<file path="src/ste_pkg.sv">
// Shared types, constants and the sine table of the sine tone generator.
// Used by every other file of the block; depends on nothing.
package ste_pkg;

  typedef enum logic [1:0] {
    KIND_SAMPLE  = 2'd0,
    KIND_START   = 2'd1,
    KIND_STOP    = 2'd2,
    KIND_MS_TICK = 2'd3
  } kind_t;

  typedef struct packed {
    logic full;
    logic empty;
  } q_status_t;

  localparam int unsigned FREQ_W        = 16;
  localparam int unsigned DUR_W         = 32;
  localparam int unsigned SAMPLE_W      = 16;
  localparam int unsigned VOLUME_W      = 8;
  localparam logic [7:0]  VOLUME_RESET  = 8'd200;
  localparam int unsigned QUEUE_DEPTH   = 4;

  // The increment is the frequency times 2^PHASE_BITS over the output rate,
  // formed as a product with a reciprocal carrying INC_FRAC_BITS extra
  // fraction bits.
  localparam int unsigned INC_FRAC_BITS = 33;

  localparam int unsigned TABLE_ENTRIES = 256;
  localparam int unsigned INDEX_BITS    = 8;
  localparam int unsigned MAG_W         = 15;
  localparam int unsigned LEVEL_IN_W    = MAG_W + VOLUME_W;

  // 24000 / (255 * 32768) reduces to 25 / 8704.
  localparam logic [63:0] LEVEL_NUM     = 64'd25;
  localparam logic [63:0] LEVEL_DEN     = 64'd8704;
  localparam int unsigned LEVEL_SHIFT   = 37;
  localparam int unsigned LEVEL_MUL_W   = 29;
  localparam logic [63:0] LEVEL_MUL_FULL =
    (((64'd1 << LEVEL_SHIFT) * LEVEL_NUM) + LEVEL_DEN - 64'd1) / LEVEL_DEN;
  localparam logic [LEVEL_MUL_W-1:0] LEVEL_MUL = LEVEL_MUL_FULL[LEVEL_MUL_W-1:0];
  localparam int unsigned LEVEL_PROD_W  = LEVEL_IN_W + LEVEL_MUL_W;

  localparam logic [63:0] HALF_PI_Q60   = 64'h1921FB54442D1847;

  typedef logic signed [SAMPLE_W-1:0] sine_rom_t [TABLE_ENTRIES];

  function automatic int unsigned inc_mul_width(int unsigned acc_bits,
                                                int unsigned rate_hz);
    return acc_bits + INC_FRAC_BITS + 2 - $clog2(rate_hz);
  endfunction

  function automatic int unsigned entry_width(int unsigned mul_w);
    return mul_w + 2 * FREQ_W + 1 + DUR_W + 2;
  endfunction

  function automatic logic [63:0] mul_q60(logic [63:0] a, logic [63:0] b);
    logic [63:0] al, ah, bl, bh, lo, m1, m2, hi, mid, low, high;
    al   = {32'h0, a[31:0]};
    ah   = {32'h0, a[63:32]};
    bl   = {32'h0, b[31:0]};
    bh   = {32'h0, b[63:32]};
    lo   = al * bl;
    m1   = ah * bl;
    m2   = al * bh;
    hi   = ah * bh;
    mid  = (lo >> 32) + {32'h0, m1[31:0]} + {32'h0, m2[31:0]};
    low  = {32'h0, lo[31:0]} | (mid << 32);
    high = hi + (m1 >> 32) + (m2 >> 32) + (mid >> 32);
    return (high << 4) | (low >> 60);
  endfunction

  function automatic logic [63:0] sin_q60(logic [63:0] x);
    logic [63:0] x2, term, sum;
    x2   = mul_q60(x, x);
    term = x;
    sum  = x;
    term = mul_q60(term, x2) / 64'd6;   sum = sum - term;
    term = mul_q60(term, x2) / 64'd20;  sum = sum + term;
    term = mul_q60(term, x2) / 64'd42;  sum = sum - term;
    term = mul_q60(term, x2) / 64'd72;  sum = sum + term;
    term = mul_q60(term, x2) / 64'd110; sum = sum - term;
    term = mul_q60(term, x2) / 64'd156; sum = sum + term;
    term = mul_q60(term, x2) / 64'd210; sum = sum - term;
    term = mul_q60(term, x2) / 64'd272; sum = sum + term;
    term = mul_q60(term, x2) / 64'd342; sum = sum - term;
    term = mul_q60(term, x2) / 64'd420; sum = sum + term;
    term = mul_q60(term, x2) / 64'd506; sum = sum - term;
    term = mul_q60(term, x2) / 64'd600; sum = sum + term;
    term = mul_q60(term, x2) / 64'd702; sum = sum - term;
    return sum;
  endfunction

  function automatic sine_rom_t build_rom();
    sine_rom_t   rom;
    logic [63:0] u, quad, rem, x, s, q;
    for (int i = 0; i < TABLE_ENTRIES; i++) begin
      u    = 64'(4 * i);
      quad = u / TABLE_ENTRIES;
      rem  = u % TABLE_ENTRIES;
      if (quad[0]) begin
        rem = 64'(TABLE_ENTRIES) - rem;
      end
      x = (HALF_PI_Q60 / TABLE_ENTRIES) * rem
        + ((HALF_PI_Q60 % TABLE_ENTRIES) * rem) / TABLE_ENTRIES;
      s = sin_q60(x);
      q = (s + (64'd1 << 44)) >> 45;
      if (q > 64'd32767) begin
        q = 64'd32767;
      end
      rom[i] = (quad >= 64'd2) ? -signed'(q[15:0]) : signed'(q[15:0]);
    end
    return rom;
  endfunction

  localparam sine_rom_t SINE_ROM = build_rom();

endpackage

</file>
<file path="src/ste_if.sv">
// Request channel and sample channel of the sine tone generator.
// Depends on ste_pkg for the field widths.
interface ste_cmd_if;
  logic                        valid;
  logic                        ready;
  logic [1:0]                  kind;
  logic [ste_pkg::FREQ_W-1:0]  frequency;
  logic [ste_pkg::DUR_W-1:0]   duration_ms;

  modport source (output valid, output kind, output frequency, output duration_ms,
                  input ready);
  modport sink   (input valid, input kind, input frequency, input duration_ms,
                  output ready);
endinterface

interface ste_smp_if;
  logic                                valid;
  logic                                ready;
  logic signed [ste_pkg::SAMPLE_W-1:0] sample;
  logic                                tone_on;

  modport source (output valid, output sample, output tone_on, input ready);
  modport sink   (input valid, input sample, input tone_on, output ready);
endinterface

</file>
<file path="src/sine_tone_generator.sv">
// Top level of the sine tone generator: front end, request queue, back end.
// Depends on ste_pkg, ste_if, ste_front, ste_queue and ste_back.
//
//   Channel   Role     Moves                                   Handshake
//   cmd       sink     kind, frequency, duration_ms            valid / ready
//   result    source   sample, tone_on                         valid / ready
//   cfg       write    volume (8 bits)                         cfg_we
//
// One request is accepted per cycle; the front end stalls only when the
// four-entry request queue is full.
// A sample request passes the queue, the s1 register and the output register in
// that order; the back end retires one request per cycle while it is not stalled.
// The back end stalls only when both sample registers are full and the sink
// holds the result off.
// Reset is synchronous; volume returns to 200.
module sine_tone_generator #(
  parameter int unsigned PHASE_BITS  = 32,
  parameter int unsigned SAMPLE_RATE = 16000
) (
  input  logic                         clk,
  input  logic                         rst,
  ste_cmd_if.sink                      cmd,
  input  logic                         cfg_we,
  input  logic [ste_pkg::VOLUME_W-1:0] cfg_wdata,
  ste_smp_if.source                    result
);

  localparam int unsigned MUL_W   = ste_pkg::inc_mul_width(PHASE_BITS, SAMPLE_RATE);
  localparam int unsigned ENTRY_W = ste_pkg::entry_width(MUL_W);

  ste_pkg::q_status_t q_status;
  logic               push;
  logic               pop;
  logic [ENTRY_W-1:0] push_data;
  logic [ENTRY_W-1:0] pop_data;

  ste_front #(
    .PHASE_BITS  (PHASE_BITS),
    .SAMPLE_RATE (SAMPLE_RATE)
  ) u_front (
    .cmd       (cmd),
    .q_status  (q_status),
    .push      (push),
    .push_data (push_data)
  );

  ste_queue #(
    .WIDTH (ENTRY_W),
    .DEPTH (ste_pkg::QUEUE_DEPTH)
  ) u_queue (
    .clk       (clk),
    .rst       (rst),
    .push      (push),
    .push_data (push_data),
    .pop       (pop),
    .pop_data  (pop_data),
    .status    (q_status)
  );

  ste_back #(
    .PHASE_BITS  (PHASE_BITS),
    .SAMPLE_RATE (SAMPLE_RATE)
  ) u_back (
    .clk       (clk),
    .rst       (rst),
    .cfg_we    (cfg_we),
    .cfg_wdata (cfg_wdata),
    .pop_data  (pop_data),
    .q_status  (q_status),
    .pop       (pop),
    .result    (result)
  );

endmodule

</file>
<file path="src/ste_front.sv">
// Front end: accepts requests, classifies them and forms the partial
// products of the phase increment. Depends on ste_pkg and ste_if.
module ste_front #(
  parameter int unsigned PHASE_BITS  = 32,
  parameter int unsigned SAMPLE_RATE = 16000
) (
  ste_cmd_if.sink                   cmd,
  input  ste_pkg::q_status_t        q_status,
  output logic                      push,
  output logic [ste_pkg::entry_width(
    ste_pkg::inc_mul_width(PHASE_BITS, SAMPLE_RATE))-1:0] push_data
);

  localparam int unsigned MUL_W = ste_pkg::inc_mul_width(PHASE_BITS, SAMPLE_RATE);
  localparam int unsigned HALF  = MUL_W / 2;
  localparam int unsigned LO_W  = ste_pkg::FREQ_W + HALF;
  localparam int unsigned HI_W  = ste_pkg::FREQ_W + MUL_W - HALF;
  localparam logic [127:0] INC_NUM = 128'd1 << (PHASE_BITS + ste_pkg::INC_FRAC_BITS);
  localparam logic [127:0] INC_MUL_FULL =
    (INC_NUM + 128'(SAMPLE_RATE) - 128'd1) / 128'(SAMPLE_RATE);
  localparam logic [MUL_W-1:0] INC_MUL = INC_MUL_FULL[MUL_W-1:0];

  ste_pkg::kind_t  kind;
  logic [LO_W-1:0] pp_lo;
  logic [HI_W-1:0] pp_hi;
  logic            freq_nonzero;

  assign kind         = ste_pkg::kind_t'(cmd.kind);
  assign freq_nonzero = (cmd.frequency != '0);
  assign pp_lo = LO_W'(cmd.frequency) * LO_W'(INC_MUL[HALF-1:0]);
  assign pp_hi = HI_W'(cmd.frequency) * HI_W'(INC_MUL[MUL_W-1:HALF]);

  assign cmd.ready = !q_status.full;
  assign push      = cmd.valid && !q_status.full;
  assign push_data = {pp_hi, pp_lo, freq_nonzero, cmd.duration_ms, kind};

endmodule

</file>
<file path="src/ste_queue.sv">
// Short first-in first-out queue between the front end and the back end.
// Depends on ste_pkg for the status type.
module ste_queue #(
  parameter int unsigned WIDTH = 8,
  parameter int unsigned DEPTH = 4
) (
  input  logic               clk,
  input  logic               rst,
  input  logic               push,
  input  logic [WIDTH-1:0]   push_data,
  input  logic               pop,
  output logic [WIDTH-1:0]   pop_data,
  output ste_pkg::q_status_t status
);

  localparam int unsigned PTR_W = (DEPTH > 1) ? $clog2(DEPTH) : 1;
  localparam int unsigned CNT_W = $clog2(DEPTH + 1);

  logic [WIDTH-1:0] mem [DEPTH];
  logic [PTR_W-1:0] wr_ptr;
  logic [PTR_W-1:0] rd_ptr;
  logic [CNT_W-1:0] count;
  logic             do_push;
  logic             do_pop;

  assign status.full  = (count == CNT_W'(DEPTH));
  assign status.empty = (count == '0);
  assign do_push      = push && !status.full;
  assign do_pop       = pop && !status.empty;
  assign pop_data     = mem[rd_ptr];

  always_ff @(posedge clk) begin
    if (rst) begin
      wr_ptr <= '0;
      rd_ptr <= '0;
      count  <= '0;
    end else begin
      if (do_push) begin
        wr_ptr <= (wr_ptr == PTR_W'(DEPTH - 1)) ? '0 : wr_ptr + PTR_W'(1);
      end
      if (do_pop) begin
        rd_ptr <= (rd_ptr == PTR_W'(DEPTH - 1)) ? '0 : rd_ptr + PTR_W'(1);
      end
      count <= count + CNT_W'(do_push) - CNT_W'(do_pop);
    end
  end

  always_ff @(posedge clk) begin
    if (do_push) begin
      mem[wr_ptr] <= push_data;
    end
  end

endmodule

</file>
<file path="src/ste_back.sv">
// Back end: tone state, phase accumulator, table lookup, level scaling and
// the sample output register. Depends on ste_pkg and ste_if.
module ste_back #(
  parameter int unsigned PHASE_BITS  = 32,
  parameter int unsigned SAMPLE_RATE = 16000
) (
  input  logic                            clk,
  input  logic                            rst,
  input  logic                            cfg_we,
  input  logic [ste_pkg::VOLUME_W-1:0]    cfg_wdata,
  input  logic [ste_pkg::entry_width(
    ste_pkg::inc_mul_width(PHASE_BITS, SAMPLE_RATE))-1:0] pop_data,
  input  ste_pkg::q_status_t              q_status,
  output logic                            pop,
  ste_smp_if.source                       result
);

  localparam int unsigned MUL_W = ste_pkg::inc_mul_width(PHASE_BITS, SAMPLE_RATE);
  localparam int unsigned HALF  = MUL_W / 2;
  localparam int unsigned LO_W  = ste_pkg::FREQ_W + HALF;
  localparam int unsigned HI_W  = ste_pkg::FREQ_W + MUL_W - HALF;
  localparam int unsigned SUM_W = ste_pkg::FREQ_W + MUL_W;
  localparam int unsigned DUR_W = ste_pkg::DUR_W;

  ste_pkg::kind_t     q_kind;
  logic [DUR_W-1:0]   q_dur;
  logic               q_fnz;
  logic [LO_W-1:0]    q_pp_lo;
  logic [HI_W-1:0]    q_pp_hi;
  logic [SUM_W-1:0]   inc_sum;

  logic [ste_pkg::VOLUME_W-1:0] volume;
  logic [PHASE_BITS-1:0] phase, phase_next;
  logic [PHASE_BITS-1:0] tone_inc, tone_inc_next;
  logic [DUR_W-1:0]      ms_remaining, ms_remaining_next;
  logic [DUR_W-1:0]      ms_dec;
  logic                  tone_active, tone_active_next;
  logic                  limited_length, limited_length_next;
  logic                  freq_nonzero, freq_nonzero_next;

  logic [ste_pkg::INDEX_BITS-1:0]      rom_idx;
  logic signed [ste_pkg::SAMPLE_W-1:0] rom_word;
  logic                                rom_neg;
  logic [ste_pkg::MAG_W-1:0]           rom_mag;

  logic                                s1_valid;
  logic [ste_pkg::LEVEL_IN_W-1:0]      s1_level, s1_level_next;
  logic                                s1_neg, s1_neg_next;
  logic                                s1_tone_on;
  logic                                s1_free;
  logic                                out_free;

  logic [ste_pkg::LEVEL_PROD_W-1:0]    level_prod;
  logic signed [ste_pkg::SAMPLE_W-1:0] level_mag;

  logic                                out_valid;
  logic signed [ste_pkg::SAMPLE_W-1:0] out_sample;
  logic                                out_tone_on;

  assign {q_pp_hi, q_pp_lo, q_fnz, q_dur} = pop_data[$bits(pop_data)-1:2];
  assign q_kind  = ste_pkg::kind_t'(pop_data[1:0]);
  assign inc_sum = (SUM_W'(q_pp_hi) << HALF) + SUM_W'(q_pp_lo);

  assign out_free = !out_valid || result.ready;
  assign s1_free  = !s1_valid || out_free;
  assign pop      = !q_status.empty && s1_free;

  assign rom_idx  = phase[PHASE_BITS-1 -: ste_pkg::INDEX_BITS];
  assign rom_word = ste_pkg::SINE_ROM[rom_idx];
  assign rom_neg  = rom_word[ste_pkg::SAMPLE_W-1];
  assign rom_mag  = rom_neg ? ste_pkg::MAG_W'(-rom_word)
                            : rom_word[ste_pkg::MAG_W-1:0];
  assign ms_dec   = ms_remaining - DUR_W'(ms_remaining != '0);

  always_comb begin
    phase_next          = phase;
    tone_inc_next       = tone_inc;
    ms_remaining_next   = ms_remaining;
    tone_active_next    = tone_active;
    limited_length_next = limited_length;
    freq_nonzero_next   = freq_nonzero;
    s1_level_next       = '0;
    s1_neg_next         = 1'b0;
    if (pop) begin
      case (q_kind)
        ste_pkg::KIND_START: begin
          tone_inc_next       = inc_sum[ste_pkg::INC_FRAC_BITS +: PHASE_BITS];
          freq_nonzero_next   = q_fnz;
          ms_remaining_next   = q_dur;
          limited_length_next = (q_dur != '0);
          tone_active_next    = 1'b1;
        end
        ste_pkg::KIND_STOP: begin
          tone_active_next = 1'b0;
        end
        ste_pkg::KIND_MS_TICK: begin
          if (tone_active && limited_length) begin
            ms_remaining_next = ms_dec;
            if (ms_dec == '0) begin
              tone_active_next    = 1'b0;
              limited_length_next = 1'b0;
            end
          end
        end
        ste_pkg::KIND_SAMPLE: begin
          if (tone_active && freq_nonzero) begin
            s1_level_next = ste_pkg::LEVEL_IN_W'(rom_mag) * ste_pkg::LEVEL_IN_W'(volume);
            s1_neg_next   = rom_neg;
            phase_next    = phase + tone_inc;
          end else begin
            phase_next = '0;
          end
        end
        default: begin
        end
      endcase
    end
  end

  always_ff @(posedge clk) begin
    if (rst) begin
      volume         <= ste_pkg::VOLUME_RESET;
      phase          <= '0;
      tone_inc       <= '0;
      ms_remaining   <= '0;
      tone_active    <= 1'b0;
      limited_length <= 1'b0;
      freq_nonzero   <= 1'b0;
      s1_valid       <= 1'b0;
      out_valid      <= 1'b0;
    end else begin
      if (cfg_we) begin
        volume <= cfg_wdata;
      end
      phase          <= phase_next;
      tone_inc       <= tone_inc_next;
      ms_remaining   <= ms_remaining_next;
      tone_active    <= tone_active_next;
      limited_length <= limited_length_next;
      freq_nonzero   <= freq_nonzero_next;
      if (s1_free) begin
        s1_valid <= pop && (q_kind == ste_pkg::KIND_SAMPLE);
      end
      if (out_free) begin
        out_valid <= s1_valid;
      end
    end
  end

  assign level_prod = ste_pkg::LEVEL_PROD_W'(s1_level)
                    * ste_pkg::LEVEL_PROD_W'(ste_pkg::LEVEL_MUL);
  assign level_mag  = {1'b0, level_prod[ste_pkg::LEVEL_SHIFT +: ste_pkg::MAG_W]};

  always_ff @(posedge clk) begin
    if (s1_free) begin
      s1_level   <= s1_level_next;
      s1_neg     <= s1_neg_next;
      s1_tone_on <= tone_active;
    end
    if (out_free) begin
      out_sample  <= s1_neg ? -level_mag : level_mag;
      out_tone_on <= s1_tone_on;
    end
  end

  assign result.valid   = out_valid;
  assign result.sample  = out_sample;
  assign result.tone_on = out_tone_on;

endmodule

</file>
<file path="src/flat_wrapper.sv">
// flat-port wrapper written by rule: the top's interface ports become plain ports
module sine_tone_generator_flat 
#(
  parameter int unsigned PHASE_BITS  = 32,
  parameter int unsigned SAMPLE_RATE = 16000
)
  (clk, rst, cfg_we, cfg_wdata, cmd_valid, cmd_kind, cmd_frequency, cmd_duration_ms, cmd_ready, result_valid, result_sample, result_tone_on, result_ready);
  ste_cmd_if cmd_i ();
  ste_smp_if result_i ();
  input  logic clk;
  input  logic rst;
  input  logic cfg_we;
  input  logic [ste_pkg::VOLUME_W-1:0] cfg_wdata;
  input wire logic [$bits(cmd_i.valid)-1:0] cmd_valid;
  input wire logic [$bits(cmd_i.kind)-1:0] cmd_kind;
  input wire logic [$bits(cmd_i.frequency)-1:0] cmd_frequency;
  input wire logic [$bits(cmd_i.duration_ms)-1:0] cmd_duration_ms;
  output wire logic [$bits(cmd_i.ready)-1:0] cmd_ready;
  output wire logic [$bits(result_i.valid)-1:0] result_valid;
  output wire logic [$bits(result_i.sample)-1:0] result_sample;
  output wire logic [$bits(result_i.tone_on)-1:0] result_tone_on;
  input wire logic [$bits(result_i.ready)-1:0] result_ready;
  assign cmd_i.valid = cmd_valid;
  assign cmd_i.kind = cmd_kind;
  assign cmd_i.frequency = cmd_frequency;
  assign cmd_i.duration_ms = cmd_duration_ms;
  assign cmd_ready = cmd_i.ready;
  assign result_valid = result_i.valid;
  assign result_sample = result_i.sample;
  assign result_tone_on = result_i.tone_on;
  assign result_i.ready = result_ready;
  sine_tone_generator #(.PHASE_BITS(PHASE_BITS), .SAMPLE_RATE(SAMPLE_RATE)) u_core (.clk(clk), .rst(rst), .cmd(cmd_i), .cfg_we(cfg_we), .cfg_wdata(cfg_wdata), .result(result_i));
endmodule
</file>
<file path="config.mk">
export PLATFORM = sky130hd
export DESIGN_NAME = sine_tone_generator_flat
export DESIGN_NICKNAME = d
export VERILOG_FILES = /design/src/ste_pkg.sv /design/src/ste_if.sv /design/src/sine_tone_generator.sv /design/src/ste_front.sv /design/src/ste_queue.sv /design/src/ste_back.sv /design/src/flat_wrapper.sv
export SDC_FILE = /design/constraint.sdc
export NUM_CORES = 2
export LEC_CHECK = 0
export BUFFER_PORTS_ARGS = -buffer_cell sky130_fd_sc_hd__buf_4
export CORE_ASPECT_RATIO = 1.75
export CORE_UTILIZATION = 55
export CTS_CLUSTER_DIAMETER = 120
export DETAILED_ROUTE_END_ITERATION = 12
export HOLD_SLACK_MARGIN = 0.06
export PLACE_DENSITY = 0.71
export SETUP_SLACK_MARGIN = 0.15
export SYNTH_ARGS = -nofsm -noshare
export SYNTH_HDL_FRONTEND = slang
export SYNTH_SLANG_ARGS = --single-unit
export TNS_END_PERCENT = 50
</file>
<file path="constraint.sdc">
create_clock -name clk -period 25.3 [get_ports clk]
set_input_delay 2.53 -clock clk [delete_from_list [all_inputs] [get_ports clk]]
set_output_delay 2.53 -clock clk [all_outputs]
set_load 0.1 [all_outputs]
</file>
# Yosys cells after proc, flatten, opt, wreduce, memory -nomap -nowiden
# Memories as Yosys holds them, arrays and structs flattened. A register that Yosys moved wholly into a read port is not among the register bits.
# Index checks and enable logic that the tools add are counted.
# op_classes
n_addsub	9
multipliers	4
magnitude_cmp	1
eq_ne	8
mux	17
bitwise	1
n_reduce_logical	27
# ops
op	n
65-bit by 42-bit adder with 65-bit output	1
32-bit 2-to-1 mux	2
32-bit one-hot mux with 2 select lines	1
32-bit nonzero test	2
23-bit by 26-bit multiplier with 49-bit output (second input constant)	1
16-bit by 25-bit multiplier with 41-bit output (second input constant)	1
16-bit by 24-bit multiplier with 40-bit output (second input constant)	1
32-bit adder	1
32-bit zero test	1
16-bit 2-to-1 mux	2
32-bit by 1-bit subtractor with 32-bit output	1
15-bit 2-to-1 mux	2
15-bit by 8-bit multiplier with 23-bit output	1
15-bit negator with 16-bit output	1
16-bit nonzero test	1
15-bit negator	1
9-bit greater-or-equal comparator (second input constant)	1
8-bit inverter with 9-bit output	1
2-bit equality test (second input constant)	4
2-bit 2-to-1 mux	4
4-bit AND reduction	2
1-bit logical AND	7
3-bit AND reduction	2
2-bit by 1-bit adder with 2-bit output (second input constant)	2
other kinds (15)	24
# word_totals
reg_bits	158
ramBits	464
rom_bits	4096
in_bits	63
out_inout_bits	19
word_cells	87
mem_count	2
# mem_list
name	depth	word_bits	rd	rd_clocked_by_memory_dff	wr	line	text
(no name shown)	256	16	1	0	0	ste_back.sv:69	assign rom_word = ste_pkg::SINE_ROM[rom_idx];
u_core.u_queue.mem	4	116	1	1	1	ste_queue.sv:19	logic [WIDTH-1:0] mem [DEPTH];

# Logic depth before layout (Yosys ltp)
# depth
ltp_word	7
depth_mapped	38
mapped_depth_nobuf	33

# Cells and area by module
# A second synthesis with hierarchy kept.
# hier_totals
cells_unflattened	5311
area_unflattened_um2	57691.6
# by_module_without_submodules
module	instances	cells_per_inst	area_per_inst_um2	seq_area_each_um2
ste_back	1	3195	26531.7	3443.3
ste_queue	1	677	17799.6	14594.0
ste_front	1	1439	13360.3	0.0

# Worst setup path before layout
# No wires, ideal clock.
# synth_path
path_kind	input-to-reg
startpoint	input cmd_frequency[13]
endpoint	memory u_core.u_queue.mem[0][73] (netlist bit) (data pin)
setup_time_ns	0.272
arrival_ns	8.021
required_ns	25.028
setup_slack_ns	17.008
path_stages	22
n_path_buf	0
path_cell_list	fa_1 -> inv_1 -> fa_1 -> inv_1 -> fa_1 -> inv_1 -> fa_1 -> fa_1 -> inv_1 -> fa_1 -> ha_1 -> a211oi_1 -> nand3_1 -> a21oi_1 -> o211ai_1 -> a21oi_1 -> o21ai_0 -> a41o_1 -> o211ai_1 -> nand3b_1 -> a21oi_1 -> xnor2_1
# synth_via
elab_chain_len	1
# synth_rtl
element	line	text
from (decl)	flat_wrapper.sv:16	input wire logic [$bits(cmd_i.frequency)-1:0] cmd_frequency;
16-bit by 24-bit multiplier with 40-bit output	ste_front.sv:30	assign pp_lo = LO_W'(cmd.frequency) * LO_W'(INC_MUL[HALF-1:0]);
net u_core.push_data[74]	sine_tone_generator.sv:34	logic [ENTRY_W-1:0] push_data;
to (decl)	ste_queue.sv:19	
# The timed path passes the listed nets, and every way through them passes these cells.

# Worst setup path in the final report
# layout_path
startpoint	register u_core.u_back.phase[24]
endpoint	register u_core.u_back.s1_level[22] (netlist bit) (data pin)
# layout_via
elab_chain_len	7
# layout_rtl
element	line	text
from (decl)	ste_back.sv:33	logic [PHASE_BITS-1:0] phase, phase_next;
from (signal assigned)	ste_back.sv:135	phase <= phase_next;
8-bit inverter with 9-bit output (not written as such) *	ste_back.sv:69	
memory read 256 x 16 bit *	--	
16-bit 2-to-1 mux (not written as such) * (2 in a row)	ste_back.sv:69	
15-bit negator	ste_back.sv:71	assign rom_mag = rom_neg ? ste_pkg::MAG_W'(-rom_word)
15-bit 2-to-1 mux *	ste_back.sv:71	
15-bit by 8-bit multiplier with 23-bit output *	ste_back.sv:107	s1_level_next = ste_pkg::LEVEL_IN_W'(rom_mag) * ste_pkg::LEVEL_IN_W'(volume);
to (signal assigned)	ste_back.sv:156	s1_level <= s1_level_next;
to (decl)	ste_back.sv:47	logic [ste_pkg::LEVEL_IN_W-1:0] s1_level, s1_level_next;
# Mark *: on every way between the ends. The rest lies on a longest branch, timed or not. The select of a mux whose other input is x is not followed.
# A chain may end at the register's enable or synchronous reset.

==> results_dict.tcl <==
set metrics [dict create \
    rsz0062_at_grt "no" \
    pre_cts_slack_ns 15.73 \
    synth_edf_count 390 \
    hold_class "reg -> reg" \
    cts_setup_buffers 0 \
    critPathKind "reg -> reg" \
    cts-resized-gates 0 \
    core_um2 90200 \
    grt_max_degree 77 \
    vias 35800 \
    routabilityCongestion 1.07 \
    cts_tree "done" \
    syn_nets 5996 \
    dp_hpwl_um 106000 \
    yosysTopAreaCell "edfxtp_1" \
    drtAntennaViolNets 0 \
    timing.rr.end "u_core.u_back.s1_level[22]" \
    io_buffers 81 \
    drc_errors 0 \
    synth_cell_types 87 \
    yosys-top-cells-count "inv_1 (812), ha_1 (633), fa_1 (493)" \
    wl_per_cell_um 22.8 \
    fmax_mhz 101 \
    worst_pin_slew_ns 1.06 \
    mappedNetlistArea_um2 50000 \
    antenna_found_initial 2 \
    hold_depth 0 \
    synthAdderAreaFrac_pct 35.5 \
    grt_pass1_vias 37900 \
    reg2regPathDepth 29 \
    drt_iter0_drc 2378 \
    skew_ns 0.0673 \
    die-height_um 401 \
    root_buffer "clkbuf_16" \
    r2r_setup_slack_ns 15.39 \
    crit_slowest_cell "nor2b_1" \
    overflow 0 \
    critPathMaxFanout 22 \
    fin_crit_sh_pct 39.2 \
    synthTopCellsByArea "edfxtp_1 (23%), fa_1 (20%), ha_1 (16%)" \
    grt_usage_pct 30.3 \
    clk_pin_slew_ns 0.07 \
    clock-sinks 508 \
    ys_seq_area_share_pct 28.1 \
    clkLatencyLatePin_ns 0.65 \
    synth_top_area_share_pct 23.4 \
    ys.flop_type "edfxtp_1" \
    synthMuxAreaShare_pct 4.69 \
    max-slew-margin-rel_pct 27.3 \
    cts_buffer_depth 3 \
    power.density_nw_per_um2 104 \
    area_growth_pct 6.86 \
    worstPathArrival_ns 10.29 \
    synth_top_family_by_area "adder cells" \
    synth_simple_gate_area_share_pct 10.2 \
    ir_worst_vdd_mv 0.197 \
    rows 146 \
    vias_per_cell 5.96 \
    cts_buffers 48 \
    final-setup-viol-count 0 \
    drive_gt1_share_pct 7.17 \
    hold_violations 0 \
    dr.pass1.iters 6 \
    synth_compound_area_share_pct 10.9 \
    route.final.wire_length_um 137000 \
    post-route-min-period_ns 9.91 \
    async_flop_share_pct 0 \
    maxSlewViolCount 0 \
    drv_cap 0 \
    ctsHtreeMaxLevel 2 \
    io_pins 82 \
    start_kind "flip-flop" \
    hp-start "u_core.u_back.s1_tone_on" \
    initial_core_util_pct 55.5 \
    grt_pass1_wl_um 213000 \
    status "completed" \
    synth-xor-area-share_pct 2.91 \
    synthCells 4807 \
    fin_tns_setup_ns 0 \
    required_ns 25.68 \
    nNetsFinal 5978 \
    cpPeakStageDelay_ns 0.87 \
    reg2reg_from "u_core.u_back.phase[24]" \
    holdPathEnd "u_core.u_back.result.tone_on" \
    avgSynthCellArea_um2 10.4 \
    leakagePower_nw 24.7 \
    ys_warn_count 0 \
    die_w_um 230 \
    die_area_um2 92200 \
    ctsHoldBuffers 0 \
    yosysMostFrequentCell "inv_1" \
    layout_setup_ws_ns 15.39 \
    cp-end-kind "flip-flop" \
    ys_seq_elements 508 \
]
[layout by cell type, fill, tap and decap left out, drive strengths merged, types with 16 or more instances in the layout]
cell    Yosys  routed
clkbuf    122      59
or2        19      19
xor2       56      56
nor4       19      19
or3        34      34
and2       90      90
dfxtp     118     118
a21oi     251     251
clkinv      3      18
nor2b      41      41
and3       36      36
o21ai     183     183
buf        64     118
nand2     263     263
nand4      21      21
mux4       96      96
fa        493     493
a31oi      42      42
inv       813     819
o211ai     40      40
nand3      86      86
nand2b     45      45
a211oi     48      48
nor2      259     259
xnor2     107     107
edfxtp    390     390
mux2i      16      16
a22oi      38      38
nor3       91      91
o21a       25      25
a21o       52      52
ha        633     633
[stage by stage]
stage               hold slack, ns  utilization [%]  instance area [µm²]  power [mW]  cells
global route                 0.447             59.3                53500        5.98   6014
CTS                          0.435             59.3                53500        5.56   6013
finish                       0.434             59.3                53500        5.54   6015
detailed placement           0.417             57.3                51700        4.73   5923
global placement             0.418             57.3                51700        4.64   5923
floorplan                    0.400                -                50000        3.88   4807
[how the worst max path moves through the flow]
| stage | from | end | slack, ns |
|---|---|---|---|
| 6_report | u_core.u_back.phase[24] | u_core.u_back.s1_level[22] | 15.39 |
| 5_1_grt | u_core.u_back.phase[24] | u_core.u_back.s1_level[22] | 15.04 |
| 4_1_cts | u_core.u_back.phase[24] | u_core.u_back.s1_level[22] | 15.72 |
| 3_5_place_dp | u_core.u_back.phase[24] | u_core.u_back.s1_level[22] | 15.73 |
| 3_3_place_gp | u_core.u_back.phase[24] | u_core.u_back.s1_level[22] | 15.66 |
| 2_1_floorplan | cmd_frequency[13] | u_core.u_queue.mem[0][73] | 17.01 |
[metal layers]
metal	GRT usage [%]	wire length, µm	vias up
met5	0	12	-
met4	20.9	10800	2
met3	3.49	5830	432
met1	31.8	47500	17800
met2	55.8	73000	1050
li1	-	-	16500
[worst max-delay path, delay by kind of cell (launching register included)]
kind,cells,cell delay [ns]
muxes,1,0.51
buffers and inverters,5,0.78
xor gates and xnor gates,1,0.16
adders and majority gates,7,3.07
AOI/OAI and AO/OA,9,3.07
DFF,1,0.34
and+or+nand+nor,6,1.72
[report_power, final]
part / internal (mW) / switching (mW) / total, mW
registers: 1.39 / 0.0937 / 1.48
clock network: 0.453 / 0.340 / 0.793
logic: 1.29 / 1.97 / 3.27
total: 3.13 / 2.41 / 5.54
[layout make-up]
| cell class | count | area [µm²] |
|---|---|---|
| well taps | 1184 | 1480 |
| inverters | 816 | 3060 |
| repair buffers | 118 | 886 |
| clock inverters | 31 | 458 |
| fillers | 7631 | 36800 |
| multi-input cells | 3297 | 32200 |
| flip-flops and latches | 508 | 14100 |
| clock buffers | 59 | 1320 |
| diodes | 2 | 5.00 |
[flip-flops by register name, summed over array words and instances, names as in the netlist, 2 cells and up, named ones only]
signal / count
u_core.u_back.result.sample: 16
u_core.u_back.volume: 8
u_core.u_back.phase: 32
u_core.u_back.tone_inc: 32
u_core.u_queue.rd_ptr: 2
u_core.u_queue.mem: 348
u_core.u_back.ms_remaining: 32
u_core.u_queue.count: 3
u_core.u_queue.wr_ptr: 2
u_core.u_back.s1_level: 23
[kinds of logic after synthesis]
| kind of cell | after synthesis |
|---|---|
| compound gates | 850 |
| xor+xnor | 163 |
| fa+ha+maj | 1126 |
| buf+inv | 1002 |
| flops | 508 |
| mux | 114 |
| simple gates | 1044 |
(Power assumes the default switching activity.)
